`src/sv/bdxf_pkg.sv`:
```
package bdxf_pkg;

  typedef struct packed {
    logic [7:0] data_byte;
    logic       end_of_stream;
  } in_item_t;

  typedef struct packed {
    logic [15:0] group_code;
    logic [2:0]  value_kind;
    logic [63:0] payload;
    logic        is_char;
    logic        last;
    logic [2:0]  error;
  } out_item_t;

  localparam logic [2:0] K_STR = 3'd0;
  localparam logic [2:0] K_DBL = 3'd1;
  localparam logic [2:0] K_I16 = 3'd2;
  localparam logic [2:0] K_I32 = 3'd3;
  localparam logic [2:0] K_I64 = 3'd4;
  localparam logic [2:0] K_BLN = 3'd5;
  localparam logic [2:0] K_BIN = 3'd6;
  localparam logic [2:0] K_UNK = 3'd7;

  localparam logic [2:0] E_NONE  = 3'd0;
  localparam logic [2:0] E_CHUNK = 3'd1;
  localparam logic [2:0] E_NAN   = 3'd2;
  localparam logic [2:0] E_HDL   = 3'd3;
  localparam logic [2:0] E_UNK   = 3'd4;
  localparam logic [2:0] E_TRUNC = 3'd5;

  localparam logic [1:0] CFG_SHORT = 2'd0;
  localparam logic [1:0] CFG_IGN   = 2'd1;
  localparam logic [1:0] CFG_SKIP  = 2'd2;
  localparam logic [1:0] CFG_WIDE  = 2'd3;

  localparam logic [15:0] CODE_COMMENT = 16'd999;

  // range table for group codes
  function automatic logic [2:0] kind_of(input logic [15:0] c);
    logic [2:0] k;
    if (c <= 16'd9) k = K_STR;
    else if (c <= 16'd59) k = K_DBL;
    else if (c <= 16'd79) k = K_I16;
    else if (c <= 16'd89) k = K_STR;
    else if (c <= 16'd99) k = K_I32;
    else if (c <= 16'd109) k = K_STR;
    else if (c <= 16'd149) k = K_DBL;
    else if (c <= 16'd159) k = K_STR;
    else if (c <= 16'd169) k = K_I64;
    else if (c <= 16'd179) k = K_I16;
    else if (c <= 16'd209) k = K_STR;
    else if (c <= 16'd259) k = K_DBL;
    else if (c <= 16'd269) k = K_BLN;
    else if (c <= 16'd289) k = K_I16;
    else if (c <= 16'd299) k = K_BLN;
    else if (c <= 16'd309) k = K_STR;
    else if (c <= 16'd319) k = K_BIN;
    else if (c <= 16'd369) k = K_STR;
    else if (c <= 16'd389) k = K_I16;
    else if (c <= 16'd399) k = K_STR;
    else if (c <= 16'd409) k = K_I16;
    else if (c <= 16'd419) k = K_STR;
    else if (c <= 16'd429) k = K_I32;
    else if (c <= 16'd439) k = K_STR;
    else if (c <= 16'd459) k = K_I32;
    else if (c <= 16'd469) k = K_DBL;
    else if (c <= 16'd481) k = K_STR;
    else if (c == 16'd1004) k = K_BIN;
    else if (c <= 16'd998) k = K_DBL;
    else if (c <= 16'd1008) k = K_STR;
    else if (c <= 16'd1059) k = K_DBL;
    else if (c <= 16'd1070) k = K_I16;
    else if (c == 16'd1071) k = K_I32;
    else k = K_UNK;
    return k;
  endfunction

  function automatic logic is_handle_code(input logic [15:0] c);
    return c == 16'd105 || c == 16'd1005 || (c >= 16'd320 && c <= 16'd369) ||
           (c >= 16'd390 && c <= 16'd399) || c == 16'd480 || c == 16'd481;
  endfunction

  function automatic logic [7:0] hex_char(input logic [3:0] n);
    return (n < 4'd10) ? (8'h30 + {4'd0, n}) : (8'h37 + {4'd0, n});
  endfunction

endpackage

```
`src/sv/bdxf_out_queue.sv`:
```
module bdxf_out_queue (
  input  logic                clk,
  input  logic                rst_n,
  input  logic [1:0]          push_cnt,
  input  bdxf_pkg::out_item_t push0,
  input  bdxf_pkg::out_item_t push1,
  output logic                room2,
  output logic                out_valid,
  input  logic                out_ready,
  output bdxf_pkg::out_item_t out_data
);
  import bdxf_pkg::*;

  // four-entry fifo holding up to two results per transfer
  out_item_t   mem_r [4];
  logic [1:0]  rd_r, wr_r;
  logic [2:0]  cnt_r, cnt_nxt;
  logic        pop;

  assign pop       = out_valid && out_ready;
  assign out_valid = cnt_r != 3'd0;
  assign out_data  = mem_r[rd_r];
  assign room2     = (cnt_r - {2'd0, pop}) <= 3'd2;
  assign cnt_nxt   = cnt_r + {1'b0, push_cnt} - {2'd0, pop};

  always_ff @(posedge clk) begin
    if (!rst_n) begin
      rd_r  <= 2'd0;
      wr_r  <= 2'd0;
      cnt_r <= 3'd0;
    end else begin
      cnt_r <= cnt_nxt;
      wr_r  <= wr_r + push_cnt;
      if (pop) rd_r <= rd_r + 2'd1;
    end
  end

  // payload storage
  always_ff @(posedge clk) begin
    if (push_cnt != 2'd0) mem_r[wr_r] <= push0;
    if (push_cnt == 2'd2) mem_r[wr_r + 2'd1] <= push1;
  end
endmodule

```
`src/sv/binary_dxf_group_parser.sv`:
```
// Binary DXF group parser.
// in_ channel: one stream byte per transfer (in_data.data_byte), or an
// end-of-stream marker (in_data.end_of_stream). Each transfer yields zero,
// one or two results on the out_ channel: string characters, hex pairs of
// binary chunks, whole numeric values, or one error result.
// cfg_ port: cfg_we with cfg_index and cfg_wdata[0] sets short codes,
// comment dropping, unknown-code skipping and wide handles. Write only
// while the block is idle.
// A result is registered in the output queue before it is offered.
// Throughput: one byte per cycle while the queue has room for two results,
// set by the single decode step between the input and the four-entry
// output queue; a byte giving two results is taken whenever the queue has
// two free places, so a long run of chunk data waits on the queue draining.
// Reset (rst_n low, synchronous) returns to waiting for a group code,
// clears the configuration and empties the queue.
// When the receiver stalls the queue fills and in_ready falls; nothing is
// lost. After an error the block swallows all input until reset.
module binary_dxf_group_parser (
  input  logic                clk,
  input  logic                rst_n,
  input  logic                in_valid,
  output logic                in_ready,
  input  bdxf_pkg::in_item_t  in_data,
  output logic                out_valid,
  input  logic                out_ready,
  output bdxf_pkg::out_item_t out_data,
  input  logic                cfg_we,
  input  logic [1:0]          cfg_index,
  input  logic [0:0]          cfg_wdata
);
  import bdxf_pkg::*;

  localparam logic [2:0] PH_CODE = 3'd0;
  localparam logic [2:0] PH_ESC  = 3'd1;
  localparam logic [2:0] PH_STR  = 3'd2;
  localparam logic [2:0] PH_BLEN = 3'd3;
  localparam logic [2:0] PH_BDAT = 3'd4;
  localparam logic [2:0] PH_NUM  = 3'd5;

  logic short_r, ign_r, skip_r, wide_r;
  logic [2:0] ph_r, ph_nxt;
  logic [3:0] bc_r, bc_nxt;
  logic [15:0] code_r, code_nxt;
  logic [2:0] kind_r, kind_nxt;
  logic [63:0] val_r, val_nxt;
  logic [6:0] rem_r, rem_nxt;
  logic [4:0] hlen_r, hlen_nxt, sig_r, sig_nxt;
  logic hok_r, hok_nxt, drop_r, drop_nxt, halt_r, halt_nxt;

  logic [1:0] push_cnt;
  out_item_t push0, push1;
  logic room2, take;
  logic [7:0] b;
  logic [15:0] c;
  logic [2:0] k;
  logic [63:0] v;
  logic [3:0] need;
  logic dig, hvalid;

  assign in_ready = room2;
  assign take = in_valid && in_ready;
  assign b = in_data.data_byte;

  // configuration writes
  always_ff @(posedge clk) begin
    if (!rst_n) begin
      short_r <= 1'b0;
      ign_r   <= 1'b0;
      skip_r  <= 1'b0;
      wide_r  <= 1'b0;
    end else if (cfg_we) begin
      unique case (cfg_index)
        CFG_SHORT: short_r <= cfg_wdata[0];
        CFG_IGN:   ign_r   <= cfg_wdata[0];
        CFG_SKIP:  skip_r  <= cfg_wdata[0];
        CFG_WIDE:  wide_r  <= cfg_wdata[0];
        default: ;
      endcase
    end
  end

  // per-byte decode
  always_comb begin
    ph_nxt = ph_r; bc_nxt = bc_r; code_nxt = code_r; kind_nxt = kind_r;
    val_nxt = val_r; rem_nxt = rem_r; hlen_nxt = hlen_r; sig_nxt = sig_r;
    hok_nxt = hok_r; drop_nxt = drop_r; halt_nxt = halt_r;
    push_cnt = 2'd0;
    push0 = '{group_code: code_r, value_kind: kind_r, payload: 64'd0,
              is_char: 1'b0, last: 1'b1, error: E_NONE};
    push1 = push0;
    c = code_r;
    k = K_STR;
    v = val_r;
    need = 4'd8;
    dig = 1'b0;
    hvalid = 1'b0;
    if (take && !halt_r) begin
      if (in_data.end_of_stream) begin
        if (!(ph_r == PH_CODE && bc_r == 4'd0)) begin
          push_cnt = 2'd1;
          halt_nxt = 1'b1;
          push0.error = E_TRUNC;
          if (ph_r == PH_CODE || ph_r == PH_ESC) push0.value_kind = K_STR;
        end
      end else begin
        unique case (ph_r)
          PH_CODE, PH_ESC: begin
            if (ph_r == PH_CODE && short_r && b == 8'hFF) begin
              code_nxt = 16'd0;
              bc_nxt = 4'd0;
              ph_nxt = PH_ESC;
            end else if (ph_r == PH_CODE && short_r) begin
              c = {8'd0, b};
            end else if (bc_r == 4'd0) begin
              code_nxt = {8'd0, b};
              bc_nxt = 4'd1;
            end else begin
              c = {b, code_r[7:0]};
            end
            // code complete
            if (!(ph_r == PH_CODE && short_r && b == 8'hFF) &&
                !(!(ph_r == PH_CODE && short_r) && bc_r == 4'd0)) begin
              code_nxt = c;
              k = kind_of(c);
              bc_nxt = 4'd0; val_nxt = 64'd0; drop_nxt = 1'b0;
              hlen_nxt = 5'd0; sig_nxt = 5'd0; hok_nxt = 1'b1;
              if (c == CODE_COMMENT && ign_r) begin
                drop_nxt = 1'b1;
                kind_nxt = K_STR;
                ph_nxt = PH_STR;
              end else if (k == K_UNK && !skip_r) begin
                kind_nxt = K_STR;
                halt_nxt = 1'b1;
                push_cnt = 2'd1;
                push0.group_code = c;
                push0.value_kind = K_STR;
                push0.error = E_UNK;
              end else begin
                if (k == K_UNK) k = K_STR;
                kind_nxt = k;
                if (k == K_STR) ph_nxt = PH_STR;
                else if (k == K_BIN) ph_nxt = PH_BLEN;
                else ph_nxt = PH_NUM;
              end
            end
          end
          PH_STR: begin
            if (b == 8'd0) begin
              hvalid = hok_r && hlen_r != 5'd0 &&
                       (wide_r ? hlen_r <= 5'd16 : sig_r <= 5'd8);
              ph_nxt = PH_CODE; bc_nxt = 4'd0; drop_nxt = 1'b0;
              if (!drop_r) begin
                push_cnt = 2'd1;
                push0.value_kind = K_STR;
                if (is_handle_code(code_r) && !hvalid) begin
                  push0.error = E_HDL;
                  halt_nxt = 1'b1;
                end
              end
            end else begin
              dig = (b >= 8'h30 && b <= 8'h39) || (b >= 8'h61 && b <= 8'h66) ||
                    (b >= 8'h41 && b <= 8'h46);
              if (!dig) hok_nxt = 1'b0;
              else begin
                if (hlen_r < 5'd31) hlen_nxt = hlen_r + 5'd1;
                if ((sig_r != 5'd0 || b != 8'h30) && sig_r < 5'd31)
                  sig_nxt = sig_r + 5'd1;
              end
              if (!drop_r) begin
                push_cnt = 2'd1;
                push0.value_kind = K_STR;
                push0.payload = {56'd0, b};
                push0.is_char = 1'b1;
                push0.last = 1'b0;
              end
            end
          end
          PH_BLEN: begin
            push0.value_kind = K_BIN;
            if (b > 8'd127) begin
              push_cnt = 2'd1;
              push0.error = E_CHUNK;
              halt_nxt = 1'b1;
            end else if (b == 8'd0) begin
              ph_nxt = PH_CODE; bc_nxt = 4'd0;
              push_cnt = 2'd1;
            end else begin
              rem_nxt = b[6:0];
              ph_nxt = PH_BDAT;
            end
          end
          PH_BDAT: begin
            rem_nxt = rem_r - 7'd1;
            push_cnt = 2'd2;
            push0.value_kind = K_BIN;
            push0.payload = {56'd0, hex_char(b[7:4])};
            push0.is_char = 1'b1;
            push0.last = 1'b0;
            push1.value_kind = K_BIN;
            push1.payload = {56'd0, hex_char(b[3:0])};
            push1.is_char = 1'b1;
            push1.last = rem_nxt == 7'd0;
            if (rem_nxt == 7'd0) begin
              ph_nxt = PH_CODE; bc_nxt = 4'd0;
            end
          end
          PH_NUM: begin
            unique case (kind_r)
              K_I16: need = 4'd2;
              K_I32: need = 4'd4;
              K_BLN: need = 4'd1;
              default: need = 4'd8;
            endcase
            v = val_r | ({56'd0, b} << {bc_r[2:0], 3'd0});
            val_nxt = v;
            bc_nxt = bc_r + 4'd1;
            if (bc_nxt >= need) begin
              if (kind_r == K_I16) v = {{48{v[15]}}, v[15:0]};
              else if (kind_r == K_I32) v = {{32{v[31]}}, v[31:0]};
              else if (kind_r == K_BLN) v = {56'd0, v[7:0]};
              push_cnt = 2'd1;
              if (kind_r == K_DBL && v[62:52] == 11'h7FF) begin
                push0.value_kind = K_DBL;
                push0.error = E_NAN;
                halt_nxt = 1'b1;
              end else begin
                push0.payload = v;
                ph_nxt = PH_CODE; bc_nxt = 4'd0; val_nxt = 64'd0;
              end
            end
          end
          default: begin
            ph_nxt = PH_CODE; bc_nxt = 4'd0;
          end
        endcase
      end
    end
  end

  always_ff @(posedge clk) begin
    if (!rst_n) begin
      ph_r <= PH_CODE; bc_r <= 4'd0; code_r <= 16'd0; kind_r <= K_STR;
      val_r <= 64'd0; rem_r <= 7'd0; hlen_r <= 5'd0; sig_r <= 5'd0;
      hok_r <= 1'b1; drop_r <= 1'b0; halt_r <= 1'b0;
    end else begin
      ph_r <= ph_nxt; bc_r <= bc_nxt; code_r <= code_nxt; kind_r <= kind_nxt;
      val_r <= val_nxt; rem_r <= rem_nxt; hlen_r <= hlen_nxt; sig_r <= sig_nxt;
      hok_r <= hok_nxt; drop_r <= drop_nxt; halt_r <= halt_nxt;
    end
  end

  bdxf_out_queue u_queue (
    .clk(clk), .rst_n(rst_n), .push_cnt(push_cnt), .push0(push0), .push1(push1),
    .room2(room2), .out_valid(out_valid), .out_ready(out_ready), .out_data(out_data)
  );
endmodule
```
`config.mk`:
```
export PLATFORM = sky130hd
export DESIGN_NAME = binary_dxf_group_parser
export DESIGN_NICKNAME = d
export VERILOG_FILES = /design/src/sv/bdxf_pkg.sv /design/src/sv/bdxf_out_queue.sv /design/src/sv/binary_dxf_group_parser.sv
export SDC_FILE = /design/constraint.sdc
export NUM_CORES = 1
export LEC_CHECK = 0
export ABC_CLOCK_PERIOD_IN_PS = 13700
export BUFFER_PORTS_ARGS = -buffer_cell sky130_fd_sc_hd__buf_4
export CAP_MARGIN = 5
export CORE_MARGIN = 4
export CORE_UTILIZATION = 56
export CTS_CLUSTER_SIZE = 28
export DETAILED_ROUTE_END_ITERATION = 8
export PLACE_DENSITY_LB_ADDON = 0.12
export SLEW_MARGIN = 10
export SYNTH_ARGS = -nofsm -noshare
export SYNTH_HDL_FRONTEND = slang
export SYNTH_SLANG_ARGS = --single-unit
```
`constraint.sdc`:
```
create_clock -name clk -period 13.7 [get_ports clk]
set_clock_uncertainty 0.2 [all_clocks]
set_input_delay 1.37 -clock clk [delete_from_list [all_inputs] [get_ports clk]]
set_output_delay 1.37 -clock clk [all_outputs]
set_load 0.03 [all_outputs]
```
[Yosys cells after proc, flatten, opt, wreduce, memory -nomap -nowiden]
Memories as Yosys holds them, arrays and structs flattened. A register that Yosys moved wholly into a read port is not among the register bits.
Cells that the tools add are included.
Word-level totals
  memories kept: 1
  register bits: 121
  word-level logic and storage cells: 384
  memory bits (writable): 352
Operators by class
  bitwise operators: 2
  shifts and indexed selects: 1
  $add $sub $neg: 14
  mux-type cells: 181
  equality and inequality tests: 50
  reduce and logical (&&, ||, !) cells: 67
  $lt $le $gt $ge: 50
Memory list
  u_queue.mem_r: words 4, bits a word 88, rd ports 1, clocked after Yosys merged registers in 1, wr ports 2, RTL line bdxf_out_queue.sv:15  | out_item_t mem_r [4];
Operators by type and width (count)
  64-bit 2-to-1 mux: 11
  16-bit by 9-bit <= comparator with 1-bit output, second input constant: 18
  69-bit 2-to-1 mux: 4
  3-bit 2-to-1 mux: 70
  16-bit 2-to-1 mux: 12
  64-bit case mux with 3 select lines: 1
  66-bit 2-to-1 mux: 2
  64-bit case mux with 2 select lines: 1
  88-bit 2-to-1 mux: 1
  16-bit by 8-bit <= comparator with 1-bit output, second input constant: 5
  67-bit 2-to-1 mux: 1
  16-bit by 7-bit <= comparator with 1-bit output, second input constant: 4
  64-bit OR: 1
  8-bit by 6-bit left shift with 64-bit output: 1
  19-bit 2-to-1 mux: 3
  16-bit by 10-bit == test with 1-bit output, second input constant: 3
  4-bit 2-to-1 mux: 12
  5-bit 2-to-1 mux: 7
  16-bit by 9-bit == test with 1-bit output, second input constant: 2
  16-bit by 9-bit >= comparator with 1-bit output, second input constant: 2
  16-bit by 10-bit <= comparator with 1-bit output, second input constant: 2
  16-bit by 11-bit <= comparator with 1-bit output, second input constant: 2
  1-bit 2-to-1 mux: 31
  6-bit by 4-bit adder with 7-bit output, first input constant: 4
  65 further kinds: 165

[Logic depth before layout (Yosys ltp)]
  word-level depth: 60
  gate-level depth with buffers: 18

[By module]
A second synthesis with hierarchy kept.
Unflattened totals
  cells, all modules: 2131
  area, all modules: 25851.0 um2
By module, submodules not included
  bdxf_out_queue: cells each 905, area each 17359.1 um2, times used 1, seq. area each 10750.3 um2
  binary_dxf_group_parser: cells each 1226, area each 8491.9 um2, times used 1, seq. area each 2282.2 um2

[Least setup slack after synthesis]
OpenSTA, ideal clock, no wires.
  path kind: input -> register
  from: in out_ready
  to: mem u_queue.mem_r[1][10] (netlist name), enable pin
  slack: 7991 ps
  cell stages on the path: 13
  setup time: 383 ps
  path buffers: 1
  data arrival time: 5127 ps
  cells stage by stage: and2_1 ha_1 ha_1 xor2_1 nor2_1 nand3b_1 nand2b_1 nor2_1 clkinv_1 nor3_1 nor2_1 buf_2 inv_1
RTL lines
  start: declaration: RTL line binary_dxf_group_parser.sv:25  | input logic out_ready,
  end: declaration: RTL line bdxf_out_queue.sv:15

==> impl_metrics.json <==
{
  "status": "finished clean",
  "cts_root_buffer": "clkbuf_16",
  "start_kind": "primary input",
  "power.density_cell_area_nw_per_um2": 144,
  "die_h_microns": 212,
  "layout_min_cycle_time_ns": 6.28,
  "setup_violations": 0,
  "hold_buffers": 0,
  "synth_nets": 2632,
  "htreeDepth": 2,
  "post-route-util": 0.628,
  "ys_top_cells_by_area": "dfxtp_1 (31%), edfxtp_1 (14%), mux4_2 (8.5%), a21oi_1 (5.3%), nor2_1 (5.1%)",
  "cts.sinks": 475,
  "cts_resized": 0,
  "grt_pass1_wl_microns": 108000,
  "syn_area_sq_um": 23400,
  "numCtsBuffers": 49,
  "core_sq_um": 41100,
  "fin_total_pwr_uw": 3720,
  "num_rows": 74,
  "cts_tree": "done",
  "r2r_slack_ns": 7.80,
  "layout-drive-gt1-share": 0.140,
  "yosysSeqAreaShare": 0.454,
  "antenna-diode-count": 0,
  "initial_utilization": 0.570,
  "drt_wl_total_microns": 69300,
  "crit_type": "in -> reg",
  "drt_pass1_iterations": 6,
  "ys_seq_elements": 475,
  "wl_per_cell_microns": 22.2,
  "grt_overflow_total": 0,
  "endpoint_kind": "flop",
  "holdPathStages": 2,
  "p_int_uw": 2540,
  "placed_cell_area_sq_um": 24200,
  "ys_top_cells_by_count": "dfxtp_1 (363), nor2_1 (316), a21oi_1 (250), o21ai_0 (225), nand2_1 (204)",
  "die_w_microns": 212,
  "grt_max_degree": 91,
  "num_io_pins": 107,
  "maxCapViolations": 0,
  "synth_area_leader_cell": "dfxtp_1",
  "power_switching_uw": 1190,
  "postRouteAntennaNets": 0,
  "finalHoldViolCount": 0,
  "yosys.cell_types.count": 98,
  "synthCells": 2591,
  "synth_edf_count": 112,
  "synth-warning-count": 0,
  "critPathMaxStageDelay_ns": 0.96,
  "wl_met2_microns": 30800,
  "cts_buffer_depth": 3,
  "setup_tns_ns": 0,
  "synth_top_area_frac": 0.310,
  "synth_flop_cell": "dfxtp_1",
  "rsz0062_at_grt": "no",
  "drt-vias-per-instance": 6.41,
  "dp.cells": 3037,
  "finalNetCount": 2597,
  "peakVddDrop_uv": 152,
  "vias": 20000,
  "hpwl_microns": 44400,
  "whs_endpoint": "u_queue.mem_r[1][17]",
  "route.detailed.drc": 0,
  "slew_viol_final": 0,
  "clk_latency_ns": 0.60,
  "dr.max_layer_used": "met4",
  "layout.cells.non_filler": 3127,
  "final_cell_area_sq_um": 25800,
  "postSynthAreaPerCell_sq_um": 9.04,
  "p_clk_frac": 0.354,
  "worstPathRequired_ns": 13.48,
  "seq_power_share": 0.413,
  "grt_use_total": 0.302,
  "fillers": 3503,
  "worstPathCellList": "buf_4 > ha_1 > and4_1 > a21oi_1 > o31ai_1 > a41oi_2 > o211ai_2 > a31oi_4 > nor2_2 > nor2_2 > nor2_1 > buf_4 > clkinv_1",
  "cp_max_fo": 38,
  "hold_class": "reg -> reg",
  "clkSlewWorstSetupHoldPaths_ns": 0.06,
  "port_buffers": 106,
  "p_leak_uw": 0.00903,
  "sw_frac_of_total": 0.319,
  "tightestPinTransition_ns": 1.24,
  "cp.arrival_ns": 6.06,
  "ff2ff_path_depth": 13,
  "hp-start": "u_queue.mem_r[1][17]",
  "crit_path_top_delay_cell": "clkinv_1",
  "yosysMostFrequentCell": "dfxtp_1",
  "die_area_sq_um": 45100,
  "r2r_end": "u_queue.mem_r[2][77]",
  "comb_power_share": 0.233,
  "place.gp.congestion": 0.936,
  "antenna_found_initial": 0,
  "slew_headroom": 0.166,
  "rr_startpoint": "bc_r[0]",
  "met1Wirelength_microns": 30200,
  "first_iter_violations": 2453,
  "max_freq_mhz": 159,
  "syn_to_final_growth_pct": 10.2,
  "post-cts-setup-buffers": 0,
  "fin_crit_sh": 0.458,
  "synth-async-reset-ratio": 0,
  "grt_pass1_vias": 19300,
  "met3_length_microns": 6860
}
cells by family after synthesis:
| family | Yosys count | synth area share |
|---|---|---|
| adders and majority gates | 24 | 0.0131 |
| and+or+nand+nor | 953 | 0.195 |
| xor gates and xnor gates | 23 | 0.00860 |
| muxes | 112 | 0.0950 |
| DFF | 475 | 0.454 |
| AOI/OAI and AO/OA | 736 | 0.185 |
| buffers and inverters | 268 | 0.0492 |
state kept, by name, indices dropped and copies added (netlist names), 2 cells and up, named ones only:
signal and flops:
u_queue.mem_r 352, sig_r 5, u_queue.cnt_r 3, ph_r 3
bc_r 4, val_r 64, u_queue.rd_r 2, rem_r 7
kind_r 3, hlen_r 5, code_r 16, u_queue.wr_r 2
power by group through the flow:
stage	clock network [uW]	logic [uW]	registers (uW)
5_1_grt	1390	924	1550
3_5_place_dp	0	856	1570
3_3_place_gp	0	855	1570
4_1_cts	1330	861	1540
2_1_floorplan	0	663	1510
6_report	1320	868	1540
critical path: cells and delay by family:
family	cells	cell delay, ns
fa+ha+maj	1	0.31
simple gates	4	1.05
compound gates	5	1.61
buf+inv	3	1.67
layout by cell type, fill, tap and decap left out, types with 11 or more instances in the layout:
| cell type | count |
|---|---|
| dfxtp_1 | 361 |
| nor2_1 | 315 |
| a21oi_1 | 250 |
| o21ai_0 | 224 |
| nand2_1 | 203 |
| nand3_1 | 156 |
| buf_4 | 138 |
| edfxtp_1 | 112 |
| mux4_2 | 88 |
| and2_1 | 78 |
| o21ai_1 | 60 |
| clkbuf_16 | 50 |
| inv_1 | 39 |
| o22ai_1 | 37 |
| nor3_1 | 37 |
| mux2i_1 | 23 |
| ha_1 | 23 |
| nor2b_1 | 22 |
| a22oi_1 | 20 |
| nand2b_1 | 19 |
| a21o_1 | 19 |
| a211oi_1 | 15 |
| nand4_1 | 14 |
| clkbuf_1 | 14 |
| and3_1 | 12 |
| xnor2_1 | 12 |
| xor2_1 | 11 |
| nand3b_1 | 11 |
| nor4_1 | 11 |
| or2_2 | 11 |
| o211ai_1 | 11 |
| clkbuf_8 | 11 |
layer usage:
layer / global-route usage / vias to the layer above
met5: 0 / -
met4: 0.0737 / 0
met3: 0.0794 / 115
met2: 0.457 / 961
met1: 0.436 / 9710
li1: - / 9258
worst max path at each step:
stage	slack [ns]	startpoint	to
2_1_floorplan	7.99	out_ready	u_queue.mem_r[1][10]
3_3_place_gp	6.95	out_ready	u_queue.mem_r[1][83]
3_5_place_dp	6.83	out_ready	u_queue.mem_r[1][82]
4_1_cts	7.45	out_ready	u_queue.mem_r[1][77]
5_1_grt	7.08	in_data[6]	u_queue.mem_r[1][83]
6_report	7.42	in_data[6]	u_queue.mem_r[1][72]
metrics by stage:
stage	worst slack [ns]	hold WS [ns]
2_1_floorplan	7.99	0.227
3_3_place_gp	6.95	0.239
3_5_place_dp	6.83	0.244
4_1_cts	7.45	0.256
5_1_grt	7.08	0.277
6_report	7.42	0.255
final cells by class:
class	count	area, sq um	share of cell area
sequential	475	10600	0.412
clock inverter	15	124	0.00480
multi-input combinational	1848	11700	0.454
inverter	44	165	0.00640
clock buffer	75	1460	0.0564
tap	532	666	0.0258
timing repair buffer	138	1040	0.0402
Note: power is estimated with default switching activity, not from simulation.
